## src/hw/rtl/assert_macros.svh

```systemverilog
// ----------------------------------------------------------------------------
// Assertion macros
// Shared concurrent assertion helpers. Each macro expects clk and rst_n in
// the scope where it is used.
// ----------------------------------------------------------------------------
`ifndef ASSERT_MACROS_SVH
`define ASSERT_MACROS_SVH

// Same-cycle implication.
`define ASSERT_IMPLIES(name, ante, cons, msg) \
    name: assert property (@(posedge clk) disable iff (!rst_n) (ante) |-> (cons)) \
        else $error(msg);

// Next-cycle implication.
`define ASSERT_NEXT(name, ante, cons, msg) \
    name: assert property (@(posedge clk) disable iff (!rst_n) (ante) |=> (cons)) \
        else $error(msg);

`endif

```

## src/hw/rtl/lac_pkg.sv

```systemverilog
// ----------------------------------------------------------------------------
// lac_pkg
// Shared widths, codes and controller/datapath interface types for the
// label adjacency counter.
// ----------------------------------------------------------------------------
package lac_pkg;

    localparam int ACTION_W     = 2;
    localparam int LABEL_W      = 7;
    localparam int EDGE_W       = 22;
    localparam int WIDTH_CFG_W  = 11;
    localparam int REGION_CFG_W = 7;
    localparam int CFG_DATA_W   = 11;
    localparam int CFG_IDX_W    = 2;

    localparam logic [WIDTH_CFG_W-1:0]  IMAGE_WIDTH_RESET  = 11'd1024;
    localparam logic [REGION_CFG_W-1:0] REGION_COUNT_RESET = 7'd64;

    // Transaction actions
    localparam logic [ACTION_W-1:0] ACT_CLEAR = 2'd0;
    localparam logic [ACTION_W-1:0] ACT_PIXEL = 2'd1;
    localparam logic [ACTION_W-1:0] ACT_READ  = 2'd2;

    // Configuration register indexes
    localparam logic [CFG_IDX_W-1:0] CFG_IMAGE_WIDTH  = 2'd0;
    localparam logic [CFG_IDX_W-1:0] CFG_REGION_COUNT = 2'd1;

    typedef enum logic [1:0] {
        ADDR_LEFT,
        ADDR_UP,
        ADDR_QUERY,
        ADDR_SWEEP
    } addr_sel_t;

    typedef struct packed {
        logic      pixel_step;   // latch pixel, access line store, advance column
        logic      query_load;   // latch read pair labels
        logic      frame_start;  // reset column, left label, first-row flag
        logic      sweep;        // zero one entry per cycle
        logic      sweep_full;   // sweep also clears the line store
        logic      mem_rd;       // read pair counter
        logic      mem_wr;       // write incremented pair counter
        addr_sel_t addr_sel;
        logic      out_load;     // load output register
    } cmd_t;

    typedef struct packed {
        logic left_hit;
        logic up_hit;
        logic sweep_last;
        logic out_free;
    } status_t;

endpackage

```

## src/hw/rtl/lac_ctrl.sv

```systemverilog
// ----------------------------------------------------------------------------
// lac_ctrl
// Sequencer: clearing sweeps, pixel read-modify-write steps and pair reads.
// ----------------------------------------------------------------------------
`include "assert_macros.svh"

module lac_ctrl (
    input  logic                           clk,
    input  logic                           rst_n,
    input  logic                           in_valid,
    output logic                           in_stall,
    input  logic [lac_pkg::ACTION_W-1:0]   action,
    input  lac_pkg::status_t               status,
    output lac_pkg::cmd_t                  cmd
);
    import lac_pkg::*;

    localparam logic [2:0] ST_IDLE  = 3'd0;
    localparam logic [2:0] ST_CLEAR = 3'd1;
    localparam logic [2:0] ST_PIX   = 3'd2;
    localparam logic [2:0] ST_L_WR  = 3'd3;
    localparam logic [2:0] ST_U_RD  = 3'd4;
    localparam logic [2:0] ST_U_WR  = 3'd5;
    localparam logic [2:0] ST_Q_RD  = 3'd6;
    localparam logic [2:0] ST_Q_OUT = 3'd7;

    logic [2:0] state_reg, state_next;
    logic       full_reg, full_next;
    logic       accept;

    assign in_stall = (state_reg != ST_IDLE);
    assign accept   = in_valid && (state_reg == ST_IDLE);

    always_comb
    begin
        state_next     = state_reg;
        full_next      = full_reg;
        cmd            = '0;
        cmd.addr_sel   = ADDR_SWEEP;
        cmd.sweep_full = full_reg;
        unique case (state_reg)
            ST_IDLE:
            begin
                if (accept)
                begin
                    case (action)
                        ACT_CLEAR:
                        begin
                            cmd.frame_start = 1'b1;
                            state_next      = ST_CLEAR;
                        end
                        ACT_PIXEL:
                        begin
                            cmd.pixel_step = 1'b1;
                            state_next     = ST_PIX;
                        end
                        ACT_READ:
                        begin
                            cmd.query_load = 1'b1;
                            state_next     = ST_Q_RD;
                        end
                        default: ;
                    endcase
                end
            end
            ST_CLEAR:
            begin
                cmd.sweep = 1'b1;
                if (status.sweep_last)
                begin
                    full_next  = 1'b0;
                    state_next = ST_IDLE;
                end
            end
            ST_PIX:
            begin
                if (status.left_hit)
                begin
                    cmd.mem_rd   = 1'b1;
                    cmd.addr_sel = ADDR_LEFT;
                    state_next   = ST_L_WR;
                end
                else if (status.up_hit)
                begin
                    cmd.mem_rd   = 1'b1;
                    cmd.addr_sel = ADDR_UP;
                    state_next   = ST_U_WR;
                end
                else
                begin
                    state_next = ST_IDLE;
                end
            end
            ST_L_WR:
            begin
                cmd.mem_wr   = 1'b1;
                cmd.addr_sel = ADDR_LEFT;
                state_next   = status.up_hit ? ST_U_RD : ST_IDLE;
            end
            ST_U_RD:
            begin
                cmd.mem_rd   = 1'b1;
                cmd.addr_sel = ADDR_UP;
                state_next   = ST_U_WR;
            end
            ST_U_WR:
            begin
                cmd.mem_wr   = 1'b1;
                cmd.addr_sel = ADDR_UP;
                state_next   = ST_IDLE;
            end
            ST_Q_RD:
            begin
                cmd.mem_rd   = 1'b1;
                cmd.addr_sel = ADDR_QUERY;
                state_next   = ST_Q_OUT;
            end
            ST_Q_OUT:
            begin
                if (status.out_free)
                begin
                    cmd.out_load = 1'b1;
                    state_next   = ST_IDLE;
                end
            end
            default:
            begin
                state_next = ST_IDLE;
            end
        endcase
    end

    always_ff @(posedge clk or negedge rst_n)
    begin
        if (!rst_n)
        begin
            state_reg <= ST_CLEAR;
            full_reg  <= 1'b1;
        end
        else
        begin
            state_reg <= state_next;
            full_reg  <= full_next;
        end
    end

    `ASSERT_IMPLIES(a_out_load_free, cmd.out_load, status.out_free,
                    "result loaded over a waiting result")
    `ASSERT_IMPLIES(a_full_sweep_only_clear, full_reg, state_reg == ST_CLEAR,
                    "reset sweep left unfinished")
    `ASSERT_NEXT(a_read_to_query, accept && (action == ACT_READ), state_reg == ST_Q_RD,
                 "read transaction did not start a pair read")

endmodule

```

## config.mk

```make
export PLATFORM = sky130hd
export DESIGN_NAME = lac_ctrl
export DESIGN_NICKNAME = d
export VERILOG_FILES = /design/src/hw/rtl/lac_pkg.sv /design/src/hw/rtl/lac_ctrl.sv
export VERILOG_INCLUDE_DIRS = /design/src /design/src/hw/rtl
export SDC_FILE = /design/constraint.sdc
export NUM_CORES = 1
export LEC_CHECK = 0
export BUFFER_PORTS_ARGS = -buffer_cell sky130_fd_sc_hd__buf_2
export CORE_AREA = 2 2 39 41
export DETAILED_ROUTE_END_ITERATION = 8
export DIE_AREA = 0 0 41 43
export SYNTH_ARGS = -nofsm -noshare
export SYNTH_HDL_FRONTEND = slang
export SYNTH_SLANG_ARGS = --single-unit
export TNS_END_PERCENT = 30
```

## constraint.sdc

```tcl
create_clock -name clk -period 1.9 [get_ports clk]
set_input_delay 0.095 -clock clk [delete_from_list [all_inputs] [get_ports clk]]
set_output_delay 0.095 -clock clk [all_outputs]
set_load 0.005 [all_outputs]
```

# Word-level counts from Yosys, hierarchy flattened
# Index checks and enable logic that the tools add are counted.
# W data, S select, Z words.
[totals]
reg_bits = 4
latch_bits = 0
ram_bits = 0
rom_bits = 0
input_bits = 9
output_inout_bits = 11
elab_cells = 47
n_memories = 0
[op_classes]
addsub = 0
n_mul = 0
div_mod_pow = 0
n_lt_le_gt_ge = 0
n_eq_ne = 13
n_shift = 0
mux = 23
n_bitwise = 0
n_reduce_logical = 9
[op_table]
columns = ["cell", "count"]
rows = [
  ["$mux W3", 8],
  ["$pmux W3 S8", 1],
  ["$eq A3 B3 Y1 const B", 4],
  ["$mux W1", 9],
  ["$pmux W3 S3", 1],
  ["$pmux W2 S4", 1],
  ["$eq A3 B2 Y1 const B", 2],
  ["$ne A2 B2 Y1 const B", 3],
  ["$reduce_or A2 Y1", 3],
  ["$mux W2", 2],
  ["$ne A4 B1 Y1 const B", 1],
  ["$reduce_and A4 Y1", 1],
  ["$eq A3 B1 Y1 const B", 1],
  ["$logic_not A3 Y1", 1],
  ["$reduce_bool A3 Y1", 1],
  ["$eq A2 B1 Y1 const B", 1],
  ["$eq A2 B2 Y1 const B", 1],
  ["$logic_not A2 Y1", 1],
  ["$pmux W1 S2", 1],
  ["$reduce_and A2 Y1", 1],
  ["$logic_and A1 B1 Y1", 1],
]

# Logic depth before layout (Yosys ltp)
# Gate-level depths: netlist of run 1.
[logic_depth]
ltp_word = 4
depth_mapped = 6
ltp_nobuf = 6

# Least setup slack after synthesis of run 1
# OpenSTA, ideal clock, no wires.
[synth_timing]
kind = "register -> register"
startpoint = "register state_reg[0]"
endpoint = "register state_reg[2]"
setup_ns = 0.125
t_arrival_ns = 1.258
t_required_ns = 1.775
path_slack_ns = 0.517
path_stages_with_launch = 5
path_buffers = 1
period_less_slack_ns = 1.383
cell_sequence = "dfstp_2 clkbuf_1 o21ai_2 nand2_2 mux2_4"
[synth_between]
elab_chain_len = 4
word_cells_on_any_way = 15
classes_between = "11 x eq/ne; 1 x mux; 3 x reduce/logical"
[synth_lines]
columns = ["item", "line_no", "text"]
rows = [
  ["start: declaration", "lac_ctrl.sv:27", "logic [2:0] state_reg, state_next;"],
  ["start signal: assignment", "lac_ctrl.sv:142", "state_reg <= state_next;"],
  ["$logic_not A3 Y1", "lac_ctrl.sv:32, lac_ctrl.sv:41", ""],
  ["$logic_and A1 B1 Y1", "lac_ctrl.sv:32", "assign accept = in_valid && (state_reg == ST_IDLE);"],
  ["$ne A2 B2 Y1 (no source line)", "-", ""],
  ["$reduce_and A4 Y1 (no source line)", "-", ""],
]
# Parallel ways exist; a longest one is shown, timed or not.
# A chain may end at the register's enable or synchronous reset.

==> key figures, run 1 <==
Synth
  • Library cells used by synthesis: 27
  • Avg Inst Size Synth: slightly above 8 sq um
  • Register area share after synthesis: around 24%
  • Ys Warns: 0
  • Mapped Area: between 400 and 500 sq um
  • Post-synthesis register bit count: 4
  • Syn nets: 63
  • Cells after Synth: a little over 50

Critical path
  • Buf/Inv on CP: 1
  • Delay-heaviest family, CP: simple AND/OR/NAND/NOR gates
  • Startpoint Class: register
  • Data required, critical path: 1800 ps
  • WS Path Type: register to output pin
  • Worst path cell trace: or3_2 -> nand3_1 -> buf_2
  • Worst EP arrival: around 1400 ps
  • Critical path depth: 3
  • R2r setup slk: roughly 490 ps
  • Worst r2r src: state_reg[2]$_DFFE_PN0P_
  • Reg-to-Reg End: state_reg[2]$_DFFE_PN0P_
  • Critical Path Fanout Max: 10
  • Crit path largest cell delay: roughly 510 ps
  • CP max-delay cell: or3_2
  • Crit end category: output pin
  • Reg2reg path depth: 4

Die
  • Top-Level Pins: 20
  • Core area: between 0.001 and 0.0015 sq mm
  • Starting density of the core: between 30% and 40%
  • Row Count: 14
  • Die area: 0.001763 sq mm
  • Die Wd: 41 um
  • Die height: 43 um

Route
  • Antenna Violating Nets Remaining: 0
  • Wirelength per Cell: a little under 10 um
  • Iteration count of the initial detailed-routing pass: 4
  • Final wirelength: 835 um
  • Initial DRC count: 12
  • Via density: about 4.7
  • DRC Markers: 0
  • DR vias: 401

Place
  • Post-DP HPWL: between 600 and 700 um
  • Dpl cells: about 80
  • Port bufs: 19
  • RD Place Congestion: 0.7015

Worst hold path
  • Min-Delay Endpoint: full_reg$_DFFE_PN1P_
  • Hold path cells: 2
  • Hold wc startpoint: status[1]
  • Hold crit path type: input pin to register

Final layout
  • Max FFs per register: 3
  • Post-Layout Cell Count: between 80 and 90
  • Final core occ: 38.61%
  • Diode count: 0
  • Area growth syn-to-layout: 27.08%
  • Final net count: 84
  • Fill count: approximately 150
  • Proportion of layout cells with a drive suffix above 1: between 40% and 50%

Timing
  • Fmax: ~660 MHz
  • Setup TNS: 0 ps
  • Crit share post-route: between 80% and 90%
  • Hold WS: about 32 ps
  • Final Hold Fails: 0
  • Endpoints failing setup: 0
  • RSZ-0062 raised after global routing: no
  • Final Max Slew Viols: 0
  • Max_slew headroom: 77.41%
  • Worst-margin pin slew: around 340 ps
  • Clock Skews: approximately 5.5 ps
  • Crit path time final: approximately 1500 ps

GRT
  • Initial antenna violation count: 0
  • Total gr overflow: 0
  • Largest net degree at the start of global routing: 12
  • Vias in the first global route: 334
  • Total GRT Usage: 10.89%
  • Global-route wire length before repair: 1.304 mm

CTS
  • Setup Fix Bufs, Post-CTS: 0
  • Root Buffer: clkbuf_4
  • Clock slew at reported path FFs: ~40 ps
  • Clk sinks: 4
  • Clock tree buffer depth: 2
  • CTS tree: done
  • H-tree depth: 1
  • Clk_lat worst skew: 230 ps
  • TritonCTS Buffers: 3

Flow run
  • Max-cap violations: 0

Outcome
  • Status: complete, no violations

Power and ir drop
  • Maximum vdd ir drop: between 0.0003 and 0.0004 V
  • Total power: approximately 0.71 mW
  • Lkg Pwr: between 0.2 and 0.3 nW
  • PD cells: between 1000 and 1500 mW/mm^2
-- metrics by stage --
step / setup WS, ps / area [sq um]
floorplan: 516.5 / 420.4
global placement: 497.2 / 501.7
detailed placement: 491.8 / 501.7
CTS: 375.8 / 534.3
global route: 322.3 / 534.3
finish: 378.9 / 534.3
-- synth_stat cells --
library cell	count	area, sq um
a21boi_0	1	7.510
mux2_4	1	15.01
or3_2	1	7.510
a21oi_1	4	20.02
and3_1	4	25.02
o21a_1	1	7.510
o31ai_1	1	7.510
buf_6	2	22.52
nor2_1	3	11.26
o21ai_0	4	20.02
nor3_1	1	5.000
and2b_2	1	8.760
nor3_4	1	16.27
o311a_2	1	11.26
nand2_1	4	15.01
clkbuf_1	1	3.750
or3_1	1	6.260
dfstp_2	2	52.55
ha_1	3	37.54
buf_4	1	7.510
nand2b_1	1	6.260
nand3_1	2	10.01
o21ai_2	1	8.760
dfrtp_1	2	50.05
nand2_2	1	6.260
and3b_4	1	12.51
inv_1	5	18.77
-- placed cells by master, fill, tap and decap left out --
cell type / n
a21boi_0: 1
a21oi_1: 4
and2b_2: 1
and3_1: 4
and3b_4: 1
buf_2: 19
clkbuf_4: 3
dfrtp_1: 2
dfstp_2: 2
dlygate4sd3_1: 1
ha_1: 3
inv_1: 5
mux2_4: 1
nand2_1: 4
nand2_2: 1
nand2b_1: 1
nand3_1: 2
nor2_1: 3
nor3_1: 1
nor3_4: 1
o21a_1: 1
o21ai_0: 4
o21ai_2: 1
o311a_2: 1
o31ai_1: 1
or3_1: 1
or3_2: 1
-- per-layer routing --
metal  track usage, %  part of all wire [%]
met1            14.01                    47
met2            15.63                    43
met3            1.571                   9.8
met4            8.000                     0
met5                0                     0
-- how the worst max path moves through the flow --
| stage | startpoint | endpoint | slack, ps |
|---|---|---|---|
| 3_5_place_dp | state_reg[2]$_DFFE_PN0P_ | state_reg[2]$_DFFE_PN0P_ | 490 |
| 4_1_cts | state_reg[2]$_DFFE_PN0P_ | cmd[1] | 380 |
| 6_report | state_reg[2]$_DFFE_PN0P_ | cmd[1] | 380 |
| 5_1_grt | state_reg[2]$_DFFE_PN0P_ | cmd[1] | 320 |
| 2_1_floorplan | state_reg[0]$_DFFE_PN1P_ | state_reg[2]$_DFFE_PN0P_ | 520 |
| 3_3_place_gp | state_reg[2]$_DFFE_PN0P_ | state_reg[2]$_DFFE_PN0P_ | 500 |
-- cell families (layout without fill, tap and decap cells) --
| family | Yosys count | after routing | share of synthesized area, % |
|---|---|---|---|
| and+or+nand+nor | 21 | 21 | 30.95 |
| muxes | 1 | 1 | 3.570 |
| AOI/OAI and AO/OA | 13 | 13 | 19.65 |
| buffers and inverters | 9 | 28 | 12.50 |
| adders and majority gates | 3 | 3 | 8.930 |
| DFF | 4 | 4 | 24.41 |
-- timing repair --
action                    in CTS  in global routing
resized for setup              0                  0
hold buffers                   1                  0
hold endpoints to repair       4                  0
-- layout make-up --
class	count	area (sq um)	area share, %
Inverter	5	18.77	3.513
Clock buffer	3	22.52	4.215
Multi-Input combinational cell	38	265.3	49.65
Sequential cell	4	102.6	19.20
Timing Repair Buffer	20	105.1	19.67
Tap cell	16	20.02	3.747
-- power by group --
group | switching (mW) | internal, mW
clock | 0.0324 | 0.0705
combinational | 0.185 | 0.210
sequential | 0.0871 | 0.127
total | 0.304 | 0.408
(Power assumes the default switching activity.)
==> run 2, diff against run 1 <==
- ABC_AREA: default -> 1
- clock period: 1.9 -> 1.31 ns (I/O delays scaled with it)
==> run 2 against run 1 <==
Compared with the run above: flip-flop and latch count unchanged; hold slack improved by 22 ps; critical path depth increased by 3; final area increased by 17%; cell count increased by 24%; largest power group unchanged.
==> key figures, run 2 <==
Final layout
  • Fin area: 626.9 sq um (+17%)
  • Max FFs per register: 3 (unchanged)
  • Diode count: 0 (unchanged)
  • Final core occ: 45.30% (+6.7 points)
  • Post-Layout Cell Count: 107 (+24%)
  • Proportion of layout cells with a drive suffix above 1: 52.75% (+7.0 points)
  • Commonest non-fill, non-tap cells in the layout: buf_2, nand2_1, inv_1
  • Most common cell after layout, fill and taps aside: buf_2
  • Final net count: 105 (+25%)
  • Area growth syn-to-layout: 61.61%

Synth
  • Cells after Synth: 62 (+22%)
  • Post-synth top area share: 15.48% (+3.0 points)
  • Post-synthesis register bit count: 4 (unchanged)
  • Main area contributors after synthesis: nand2_1, dfstp_2, dfrtp_1, nor2_1, ha_1
  • Mapped Area: 387.9 sq um (-7.7%)
  • Avg Inst Size Synth: 6.256 sq um (-24%)
  • Count leader, synth: nand2_1
  • EDFF count, synth: 0 (unchanged)
  • Ys Warns: 0 (unchanged)
  • Async set-or-reset flop fraction in the synthesized netlist: 100.0% (unchanged)
  • Synth area leader: nand2_1
  • Syn nets: 74 (+17%)
  • Library cells used by synthesis: 18 (-33%)
  • Synth cell count leaders: nand2_1, nor2_1, inv_1
  • Ys flop type: dfstp_2
  • Register area share after synthesis: 26.45% (+2.0 points)

Place
  • Placed inst area: 495.5 sq um (-1.2%)
  • Dpl cells: 96 (+17%)
  • Post-DP HPWL: 711.7 um (+9.6%)
  • RD Place Congestion: 0.7821 (+11%)
  • Pre-CTS setup slack: 164.6 ps (-327.2 ps)
  • Port bufs: 19 (unchanged)

Timing
  • Setup TNS: 0 ps (unchanged)
  • Worst-margin pin slew: 173.0 ps (-165.8 ps)
  • Clock Skews: 4.337 ps (-1.118 ps)
  • Fmax: 768.8 MHz
  • Final Hold Fails: 0 (unchanged)
  • Worst setup margin: 9.252 ps (-369.7 ps)
  • RSZ-0062 raised after global routing: yes
  • Max_slew headroom: 88.39% (+11 points)
  • Final Max Slew Viols: 0 (unchanged)
  • Endpoints failing setup: 0 (unchanged)
  • Crit share post-route: 99.29%
  • Crit path time final: around 1300 ps

CTS
  • Clk sinks: 4 (unchanged)
  • Clk_lat worst skew: 230 ps (about the same)
  • Clock tree buffer depth: 2 (unchanged)
  • CTS tree: done
  • Root Buffer: clkbuf_4
  • H-tree depth: 1 (unchanged)
  • Clock slew at reported path FFs: 40 ps (about the same)
  • TritonCTS Buffers: 3 (unchanged)

Die
  • Core area: 0.001384 sq mm (unchanged)
  • Die Wd: 41 um (unchanged)
  • Row Count: 14 (unchanged)
  • Starting density of the core: 28.03% (-2.4 points)
  • Die height: 43 um (unchanged)
  • Top-Level Pins: 20 (unchanged)
  • Die area: 0.001763 sq mm (unchanged)

Route
  • DRC Markers: 0 (unchanged)
  • Antenna Violating Nets Remaining: 0 (unchanged)
  • Final wirelength: 1.004 mm (+20%)
  • Via density: 4.449 (-4.6%)
  • Iteration count of the initial detailed-routing pass: 4 (unchanged)
  • Wirelength per Cell: 9.383 um (-3.4%)
  • Initial DRC count: 1 (-11)
  • DR vias: 476 (+19%)

Critical path
  • Data required, critical path: 1240 ps (-560 ps)
  • Reg-to-Reg End: state_reg[1]$_DFFE_PN0P_
  • Startpoint Class: register
  • Reg2reg path depth: 8 (+4)
  • Critical Path Fanout Max: 4 (-6)
  • Worst r2r src: state_reg[2]$_DFFE_PN0P_
  • Crit end category: output pin
  • Worst EP arrival: 1240 ps (-190 ps)
  • R2r setup slk: 70 ps (-420 ps)
  • WS Path Type: register to output pin

GRT
  • Total GRT Usage: 12.51% (+1.6 points)
  • Largest net degree at the start of global routing: 7 (-5)
  • Vias in the first global route: 420 (+26%)
  • Total gr overflow: 0 (unchanged)
  • Initial antenna violation count: 0 (unchanged)
  • Global-route wire length before repair: 1.559 mm (+20%)

Outcome
  • Status: complete, no violations

Worst hold path
  • Hold path cells: 4 (+2)
  • Hold wc startpoint: status[1]
  • Hold crit path type: input pin to register
  • Min-Delay Endpoint: full_reg$_DFFE_PN1P_

Flow run
  • Max-cap violations: 0 (unchanged)

Power and ir drop
  • PD cells: 1726 mW/mm^2 (+29%)
  • Lkg Pwr: 0.3590 nW (+26%)
  • Maximum vdd ir drop: 0.0006809 V (+71%)
-- run 2: changes by cell type in the layout (fill, tap and decap cells not counted), sizes merged, moves of 2 or more --
cell,previous run,this run
inv,5,12
nor2,3,12
o21bai,0,2
and3,4,0
buf,19,26
a21oi,4,1
or3,2,0
nand2,5,18
o21ai,5,2
-- run 2: area by class of cell --
class | instances | area, sq um
clock buffer | 3 | 22.52
fill | 145 | 757.0
inverter | 12 | 47.55
multi-input combinational | 45 | 270.3
sequential | 4 | 105.1
tap | 16 | 20.02
timing repair buffer | 27 | 161.4
-- run 2: per-layer routing --
metal / global-route usage [%] / routed length [um]
met5: 0 / 0
met4: 4.000 / 0
met1: 15.03 / 418
met3: 1.571 / 51
met2: 21.56 / 534
-- run 2: worst max-delay path by stage --
stage / start / to / slack, ps / depth (start not counted)
after floorplan: state_reg[0]$_DFFE_PN1P_ / state_reg[2]$_DFFE_PN0P_ / 230 / 7
after global placement: state_reg[0]$_DFFE_PN1P_ / state_reg[2]$_DFFE_PN0P_ / 160 / 7
after detailed placement: state_reg[0]$_DFFE_PN1P_ / state_reg[2]$_DFFE_PN0P_ / 160 / 7
after CTS: state_reg[1]$_DFFE_PN0P_ / cmd[2] / 3 / 6
after global routing: state_reg[1]$_DFFE_PN0P_ / cmd[2] / -30 / 6
final: state_reg[2]$_DFFE_PN0P_ / cmd[2] / 9 / 6
-- run 2: what timing repair did --
item                                   4_1_cts  5_1_grt
cloned                                       0        0
resized for setup                            3       13
setup buffers                                4        3
setup endpoints to repair                    3       10
endpoints found under the hold margin        4        0
pin swaps                                    1        5
hold buffers                                 1        0
-- run 2: per-stage QoR --
stage               total power [mW]  hold WS (ps)
global placement              0.6856        -129.1
detailed placement            0.6851        -130.0
CTS                           0.9361         57.74
global route                   1.174         93.49
floorplan                     0.5261        -230.1
finish                         1.082         54.16
-- run 2: cells by family after synthesis --
family / Yosys count / synth area share, %
adder cells (fa/ha/maj): 3 / 9.678
buffers and inverters: 13 / 13.55
AO/OA/AOI/OAI: 6 / 10.65
AND/OR/NAND/NOR: 36 / 39.68
flip-flops: 4 / 26.45
-- run 2: power breakdown --
group	switching, mW	total, mW	internal, mW
Combinational	0.382	0.723	0.341
Sequential	0.0392	0.211	0.172
Clock	0.0455	0.148	0.102
Total	0.467	1.08	0.615
-- run 2: worst max-delay path, stage by stage, from the launching register on --
cell	delay [ps]
dfrtp_2	430
nor2_4	160
buf_6	120
inv_2	30
nand2_2	50
o21bai_1	90
buf_2	120
